$ cat config.mk
export PLATFORM = sky130hd
export DESIGN_NAME = framed_packet_receiver_crc8_core
export DESIGN_NICKNAME = d
export VERILOG_FILES = /design/src/rtl/fprc8_pkg.sv /design/src/rtl/fprc8_step.sv /design/src/rtl/framed_packet_receiver_crc8_core.sv
export SDC_FILE = /design/constraint.sdc
export NUM_CORES = 1
export LEC_CHECK = 0
export BUFFER_PORTS_ARGS = -buffer_cell sky130_fd_sc_hd__buf_2
export CELL_PAD_IN_SITES_DETAIL_PLACEMENT = 1
export CELL_PAD_IN_SITES_GLOBAL_PLACEMENT = 2
export CORE_MARGIN = 4
export CORE_UTILIZATION = 37
export DETAILED_ROUTE_END_ITERATION = 10
export GPL_TIMING_DRIVEN = 0
export PLACE_DENSITY_LB_ADDON = 0.3
export SYNTH_ARGS = -nofsm -noshare
export SYNTH_HDL_FRONTEND = slang
export SYNTH_SLANG_ARGS = --single-unit
$ cat constraint.sdc
create_clock -name aclk -period 5.4 [get_ports aclk]
set_clock_uncertainty 0.2 [all_clocks]
set_input_delay 0.81 -clock aclk [delete_from_list [all_inputs] [get_ports aclk]]
set_output_delay 0.81 -clock aclk [all_outputs]
set_load 0.01 [all_outputs]
$ cat src/rtl/fprc8_pkg.sv
`default_nettype none
// Shared types, codes and the CRC-8 byte fold for the framed packet receiver.
// No dependencies; used by fprc8_step and framed_packet_receiver_crc8_core.
package fprc8_pkg;

    localparam logic [7:0] SYM_STX     = 8'h02;
    localparam logic [7:0] SYM_ETX     = 8'h03;
    localparam logic [7:0] CRC_POLY    = 8'h8C;
    localparam logic [3:0] NIBBLE_MASK = 4'h F;

    typedef enum logic [1:0] {
        OP_START  = 2'd0,
        OP_SYMBOL = 2'd1,
        OP_TICK   = 2'd2,
        OP_NOP    = 2'd3
    } op_t;

    typedef enum logic [2:0] {
        STAT_IDLE     = 3'd0,
        STAT_BUSY     = 3'd1,
        STAT_DONE     = 3'd2,
        STAT_BADSYM   = 3'd3,
        STAT_BADCRC   = 3'd4,
        STAT_OVERFLOW = 3'd5,
        STAT_TIMEOUT  = 3'd6
    } status_t;

    typedef enum logic [1:0] {
        CFG_CRC_BEFORE_ETX = 2'd0,
        CFG_MAX_LENGTH     = 2'd1,
        CFG_TIMEOUT_TICKS  = 2'd2
    } cfg_index_t;

    typedef struct packed {
        logic        crc_before_etx;
        logic [7:0]  max_length;
        logic [31:0] timeout_ticks;
    } cfg_t;

    typedef struct packed {
        logic        active;
        logic        have_start;
        logic        have_end;
        logic        expect_high;
        logic [3:0]  high_nibble;
        logic [7:0]  position;
        logic [7:0]  running_crc;
        logic [31:0] elapsed;
    } frame_state_t;

    typedef struct packed {
        status_t    status;
        logic       data_valid;
        logic [7:0] data_index;
        logic [7:0] data_value;
        logic [7:0] frame_length;
    } result_t;

    // Frame fields as after reset or a start (activity left to the caller).
    localparam frame_state_t FRAME_CLEAR = '{
        active:      1'b0,
        have_start:  1'b0,
        have_end:    1'b0,
        expect_high: 1'b1,
        high_nibble: 4'h0,
        position:    8'h00,
        running_crc: 8'h00,
        elapsed:     32'h0
    };

    // Reflected CRC-8, one byte, LSB first.
    function automatic logic [7:0] crc8_fold(input logic [7:0] crc, input logic [7:0] data);
        logic [7:0] c;
        logic [7:0] d;
        c = crc;
        d = data;
        for (int k = 0; k < 8; k++) begin
            if (c[0] ^ d[0]) begin
                c = (c >> 1) ^ CRC_POLY;
            end else begin
                c = c >> 1;
            end
            d = d >> 1;
        end
        return c;
    endfunction

endpackage

`default_nettype wire

$ cat src/rtl/fprc8_step.sv
`default_nettype none
// Next-state and result logic for one item of the framed packet receiver.
// Purely combinational; depends on fprc8_pkg.
module fprc8_step (
    input  wire fprc8_pkg::frame_state_t state_i,
    input  wire fprc8_pkg::cfg_t         cfg_i,
    input  wire fprc8_pkg::op_t          op_i,
    input  wire logic [7:0]              sym_i,
    output      fprc8_pkg::frame_state_t state_o,
    output      fprc8_pkg::result_t      result_o
);

    logic [3:0]  sym_hi;
    logic [3:0]  sym_lo;
    logic        sym_ok;
    logic [7:0]  byte_val;
    logic [31:0] elapsed_inc;
    logic        timeout_zero;

    assign sym_hi       = sym_i[7:4];
    assign sym_lo       = sym_i[3:0];
    assign sym_ok       = (sym_hi == (sym_lo ^ fprc8_pkg::NIBBLE_MASK));
    assign byte_val     = {state_i.high_nibble, sym_hi};
    assign elapsed_inc  = (&state_i.elapsed) ? state_i.elapsed : state_i.elapsed + 32'd1;
    assign timeout_zero = (cfg_i.timeout_ticks == 32'd0);

    always_comb begin
        state_o               = state_i;
        result_o.status       = state_i.active ? fprc8_pkg::STAT_BUSY : fprc8_pkg::STAT_IDLE;
        result_o.data_valid   = 1'b0;
        result_o.data_index   = 8'h00;
        result_o.data_value   = 8'h00;
        result_o.frame_length = 8'h00;

        case (op_i)
            fprc8_pkg::OP_START: begin
                state_o         = fprc8_pkg::FRAME_CLEAR;
                state_o.active  = !timeout_zero;
                result_o.status = timeout_zero ? fprc8_pkg::STAT_TIMEOUT
                                               : fprc8_pkg::STAT_BUSY;
            end
            fprc8_pkg::OP_TICK: begin
                if (state_i.active) begin
                    state_o.elapsed = elapsed_inc;
                    if (elapsed_inc >= cfg_i.timeout_ticks) begin
                        state_o.active  = 1'b0;
                        result_o.status = fprc8_pkg::STAT_TIMEOUT;
                    end
                end
            end
            fprc8_pkg::OP_SYMBOL: begin
                if (state_i.active) begin
                    if (sym_i == fprc8_pkg::SYM_STX) begin
                        // STX restarts the frame and the timer
                        state_o            = fprc8_pkg::FRAME_CLEAR;
                        state_o.have_start = 1'b1;
                        state_o.active     = !timeout_zero;
                        if (timeout_zero) begin
                            result_o.status = fprc8_pkg::STAT_TIMEOUT;
                        end
                    end else if (sym_i == fprc8_pkg::SYM_ETX) begin
                        if (state_i.have_start) begin
                            if (cfg_i.crc_before_etx) begin
                                // last stored byte was the CRC: residue must be zero
                                state_o.active = 1'b0;
                                if (state_i.position == 8'h00 ||
                                    state_i.running_crc != 8'h00) begin
                                    result_o.status = fprc8_pkg::STAT_BADCRC;
                                end else begin
                                    result_o.status       = fprc8_pkg::STAT_DONE;
                                    result_o.frame_length = state_i.position - 8'd1;
                                end
                            end else begin
                                state_o.have_end = 1'b1;
                            end
                        end
                    end else if (state_i.have_start) begin
                        if (!sym_ok) begin
                            state_o.active  = 1'b0;
                            result_o.status = fprc8_pkg::STAT_BADSYM;
                        end else if (state_i.expect_high) begin
                            state_o.high_nibble = sym_hi;
                            state_o.expect_high = 1'b0;
                        end else begin
                            state_o.expect_high = 1'b1;
                            if (state_i.have_end) begin
                                // trailing CRC byte closes the frame
                                state_o.active = 1'b0;
                                if (state_i.running_crc != byte_val) begin
                                    result_o.status = fprc8_pkg::STAT_BADCRC;
                                end else begin
                                    result_o.status       = fprc8_pkg::STAT_DONE;
                                    result_o.frame_length = state_i.position;
                                end
                            end else if (state_i.position < cfg_i.max_length) begin
                                result_o.data_valid = 1'b1;
                                result_o.data_index = state_i.position;
                                result_o.data_value = byte_val;
                                state_o.running_crc =
                                    fprc8_pkg::crc8_fold(state_i.running_crc, byte_val);
                                state_o.position    = state_i.position + 8'd1;
                            end else begin
                                state_o.active  = 1'b0;
                                result_o.status = fprc8_pkg::STAT_OVERFLOW;
                            end
                        end
                    end
                end
            end
            default: begin
            end
        endcase
    end

endmodule

`default_nettype wire

$ cat src/rtl/framed_packet_receiver_crc8_core.sv
`default_nettype none
// Top level of the framed packet receiver: config registers, frame state,
// two-entry result buffer. Depends on fprc8_pkg and fprc8_step.
//
// Usage:
//   s_ channel: one item per handshake, s_op (start, symbol, tick, no-op) and
//   s_rx_byte (line symbol). m_ channel: one result item per input item with
//   status, decoded byte (data_valid/index/value) and frame_length.
//   cfg_ channel: cfg_index selects crc_before_etx (0), max_length (1) or
//   timeout_ticks (2); cfg_wdata carries the value, low bits taken. Other
//   indexes are ignored. cfg_ready is always high; write only while idle.
// Throughput: one item per cycle unless stalled; each result is registered.
//   The frame state update (nibble check, one CRC-8 byte fold, 32-bit tick
//   compare) completes in the accepting cycle.
// Stall: results go into a two-entry buffer (output register plus skid
//   register). s_ready drops only while both entries are full, i.e. after
//   m_ready has been low with a result waiting and another item came in.
// Reset (aresetn low, synchronous): block idle, frame state cleared, buffer
//   empty, registers back to crc_before_etx 1, max_length 255,
//   timeout_ticks 1000.
module framed_packet_receiver_crc8_core (
    input  wire logic        aclk,
    input  wire logic        aresetn,

    input  wire logic        s_valid,
    output      logic        s_ready,
    input  wire logic [1:0]  s_op,
    input  wire logic [7:0]  s_rx_byte,

    output      logic        m_valid,
    input  wire logic        m_ready,
    output      logic [2:0]  m_status,
    output      logic        m_data_valid,
    output      logic [7:0]  m_data_index,
    output      logic [7:0]  m_data_value,
    output      logic [7:0]  m_frame_length,

    input  wire logic        cfg_valid,
    output      logic        cfg_ready,
    input  wire logic [1:0]  cfg_index,
    input  wire logic [31:0] cfg_wdata
);

    fprc8_pkg::cfg_t         cfg_reg;
    fprc8_pkg::cfg_t         cfg_next;
    fprc8_pkg::frame_state_t state_reg;
    fprc8_pkg::frame_state_t state_next;
    fprc8_pkg::frame_state_t step_state;
    fprc8_pkg::result_t      step_result;
    fprc8_pkg::result_t      out_reg;
    fprc8_pkg::result_t      skid_reg;
    logic                    out_valid_reg;
    logic                    out_valid_next;
    logic                    skid_valid_reg;
    logic                    skid_valid_next;

    logic s_accept;
    logic out_load_new;
    logic out_from_skid;
    logic skid_load;

    // ---------------- configuration registers ----------------
    assign cfg_ready = 1'b1;

    always_comb begin
        cfg_next = cfg_reg;
        if (cfg_valid) begin
            unique case (fprc8_pkg::cfg_index_t'(cfg_index))
                fprc8_pkg::CFG_CRC_BEFORE_ETX: cfg_next.crc_before_etx = cfg_wdata[0];
                fprc8_pkg::CFG_MAX_LENGTH:     cfg_next.max_length     = cfg_wdata[7:0];
                fprc8_pkg::CFG_TIMEOUT_TICKS:  cfg_next.timeout_ticks  = cfg_wdata;
                default: begin
                end
            endcase
        end
    end

    always_ff @(posedge aclk) begin
        if (!aresetn) begin
            cfg_reg.crc_before_etx <= 1'b1;
            cfg_reg.max_length     <= 8'd255;
            cfg_reg.timeout_ticks  <= 32'd1000;
        end else begin
            cfg_reg <= cfg_next;
        end
    end

    // ---------------- frame state ----------------
    assign s_ready  = !skid_valid_reg;
    assign s_accept = s_valid && s_ready;

    fprc8_step u_step (
        .state_i  (state_reg),
        .cfg_i    (cfg_reg),
        .op_i     (fprc8_pkg::op_t'(s_op)),
        .sym_i    (s_rx_byte),
        .state_o  (step_state),
        .result_o (step_result)
    );

    assign state_next = s_accept ? step_state : state_reg;

    always_ff @(posedge aclk) begin
        if (!aresetn) begin
            state_reg <= fprc8_pkg::FRAME_CLEAR;
        end else begin
            state_reg <= state_next;
        end
    end

    // ---------------- result buffer ----------------
    // New result goes to the output register when it is free or draining,
    // otherwise to the skid register; the skid entry refills the output.
    assign out_from_skid = skid_valid_reg && m_ready;
    assign out_load_new  = s_accept && (!out_valid_reg || m_ready);
    assign skid_load     = s_accept && out_valid_reg && !m_ready;

    always_comb begin
        out_valid_next = out_valid_reg;
        if (out_from_skid || out_load_new) begin
            out_valid_next = 1'b1;
        end else if (m_ready) begin
            out_valid_next = 1'b0;
        end

        skid_valid_next = skid_valid_reg;
        if (skid_load) begin
            skid_valid_next = 1'b1;
        end else if (out_from_skid) begin
            skid_valid_next = 1'b0;
        end
    end

    always_ff @(posedge aclk) begin
        if (!aresetn) begin
            out_valid_reg  <= 1'b0;
            skid_valid_reg <= 1'b0;
        end else begin
            out_valid_reg  <= out_valid_next;
            skid_valid_reg <= skid_valid_next;
        end
    end

    always_ff @(posedge aclk) begin
        if (out_from_skid) begin
            out_reg <= skid_reg;
        end else if (out_load_new) begin
            out_reg <= step_result;
        end
        if (skid_load) begin
            skid_reg <= step_result;
        end
    end

    assign m_valid        = out_valid_reg;
    assign m_status       = out_reg.status;
    assign m_data_valid   = out_reg.data_valid;
    assign m_data_index   = out_reg.data_index;
    assign m_data_value   = out_reg.data_value;
    assign m_frame_length = out_reg.frame_length;

endmodule

`default_nettype wire

==> metrics.txt <==
Slew @ Worst Pin 1160 ps; Netlist cell types 73; final instance count without filler cells 1393; slew margin rel. 0.224; initial antenna violation count 0; Skew-Pair Late Insertion Delay 450 ps; Synth area leader dfxtp_1; global-route wire length before repair 41.6 mm; Hold Vio Cnt, Final 0; Routed WL 25.6 mm; EDFF count, synth 56; WL/cell 18.4 um; leak pwr 3.92 nW; Via density 5.36; met3 usage 0.0322; Worst EP arrival 4640 ps; Worst Hold Class flip-flop to flip-flop; FFs w/ async S/R, synth 0; CP Capture Type flip-flop; pre-CTS setup slack 891 ps; final core occ 0.443; Post-Synth Simple-Gate Area 0.205; Yosys top cell area share 0.227; # DRC 0; gr ovfl total 0; XOR/XNOR Fraction of Synth Area 0.0622; 1st-iter DRT viols 394; Vias 7472; GPL Wtd Cong 0.816; Post-CTS Resized 0; Crit Path Class flip-flop to flip-flop; CTS Buffer Depth 2; drt first pass iters 6; Final nets 1163; Final Setup Violations 0; Compound-Gate Fraction of Synth Area 0.171; sequential share of power 0.463; Filler cells 2752; Largest register FFs 56; Total Power 2.71 mW; status complete, no violations; max-slew violation count 0; flops & latches, synth 155; switch share 0.281; yosys warns 0; CORE AREA 0.0229 mm2; Required @ worst endpoint 5460 ps; Clock power frac 0.460; worst vdd ir 0.175 mV; Placed Cells 1361; combinational fraction of design power 0.077; Hold Buf Count CTS 0; synth top area cells dfxtp_1 23%, edfxtp_1 19%, ha_1 6.7%, nand2_1 5.8%, xnor2_1 4.8%; Int Pwr 1.95 mW; Post-CTS Setup Bufs 0; most crowded layer after global routing met2; crit start category flip-flop; Max-cap violations 0; GRT Util Overall 0.199; Post-Synthesis Cells 971; Port Buffers 77; post-detail-place hpwl 19.7 mm; Post-Synthesis Cell Area 0.00873 mm2; Num CTS Buffers 17; Setup Total Neg Slack 0 ps; Switching Power 759 uW; maximum clock frequency 218 MHz; Ports 80; largest family of logic cells by synthesized area simple AND/OR/NAND/NOR gates; Power Density 267 mW/mm2; clk root buf clkbuf_16; post-synthesis adder-cell area fraction 0.0673; die extent in x 162 um; number of global-route vias before repair 7518; Die Ht 162 um; Net Count, Synth 1067; Synth Area per Inst 9.00 um2; Starting Density 0.381; P&R area growth vs syn 16.1%; Clock transition at path regs 70 ps; remaining antenna violation count 0; Seq/Total Area, Yosys 0.419; clock net sink count 155; RSZ-0062 raised after global routing no; layout cells sized above 1 0.148; final period utilization 0.848; met2 Use GR 0.311; H-tree lvl count 4; ANT cells 0; full die area 0.0261 mm2; setup slack after layout 822 ps; mux contribution to synthesized area 0.0231; largest net degree at the start of global routing 30; CTS tree done; CP Max Fanout 10; crit path time final 4580 ps; Rows 55; Post-synth top flop dfxtp_1; met1 Use GR 0.290
[layer usage]
layer / share of wire / wire (um)
met5: 0 / 0
met3: 0.035 / 905
met2: 0.44 / 11300
met4: 0.013 / 328
met1: 0.51 / 13000
[area by class of cell]
class | count | area (um2) | share of cell area
Sequential cell | 155 | 3660 | 0.361
Clock buffer | 17 | 425 | 0.0419
Buffer | 49 | 218 | 0.0215
Inverter | 61 | 229 | 0.0226
Timing Repair Buffer | 77 | 385 | 0.0380
Clock inverter | 15 | 199 | 0.0196
Tap cell | 313 | 392 | 0.0386
Multi-Input combinational cell | 706 | 4630 | 0.457
[metrics by stage]
step	hold slack (ps)	instance area, um2
2_1_floorplan	226	8730
3_3_place_gp	249	9510
3_5_place_dp	263	9520
4_1_cts	273	10100
5_1_grt	305	10100
6_report	271	10100
[layout by cell type, fill, tap and decap left out, types with 31 or more instances in the layout]
| cell type | n |
|---|---|
| a21oi_1 | 66 |
| buf_2 | 87 |
| clkbuf_1 | 31 |
| dfxtp_1 | 99 |
| edfxtp_1 | 56 |
| ha_1 | 47 |
| inv_1 | 60 |
| nand2_1 | 134 |
| nor2_1 | 46 |
| o21ai_0 | 38 |
| xnor2_1 | 48 |
[Yosys cell counts, drive strengths merged (19+ instances only)]
cell / number
a21oi: 68
a31oi: 24
and2: 19
clkbuf: 33
dfxtp: 99
edfxtp: 56
ha: 47
inv: 60
nand2: 136
nand3: 23
nor2: 48
nor3: 19
o211ai: 19
o21ai: 38
o31ai: 19
xnor2: 48
[power by group through the flow]
stage	Sequential [mW]	Combinational, mW	Clock (mW)
floorplan	1.28	0.118	0
global placement	1.28	0.206	0
detailed placement	1.28	0.211	0
CTS	1.25	0.212	1.27
global route	1.26	0.234	1.33
finish	1.25	0.208	1.24
[cells by family after synthesis]
group           after synthesis
simple gates                348
compound gates              230
flops                       155
buf+inv                     110
xor+xnor                     62
fa+ha+maj                    47
mux                          18
other cells                   1
[critical path, stage by stage, from the launching register on]
cell and delay (ps):
dfxtp_1 310, clkbuf_2 190, nand4_1 280, nor4_2 610
a31oi_1 190, buf_2 230, nand3_1 180, nor2_1 70
xnor2_1 130, ha_1 300, nand4_1 110, or3_1 420
or4_1 600, o31a_1 330, a31oi_1 250
[path summary, 6_finish.rpt]
path / startpoint / to / slack (ps) / depth (start not counted)
setup / recovery: state_reg[10] / m_status[1] / 820 / 14
hold / removal: state_reg[31] / state_reg[31] / 270 / 1
setup reg to reg: state_reg[10] / m_status[1] / 820 / 14
hold reg to reg: state_reg[31] / state_reg[31] / 270 / 1
(Power assumes the default switching activity.)
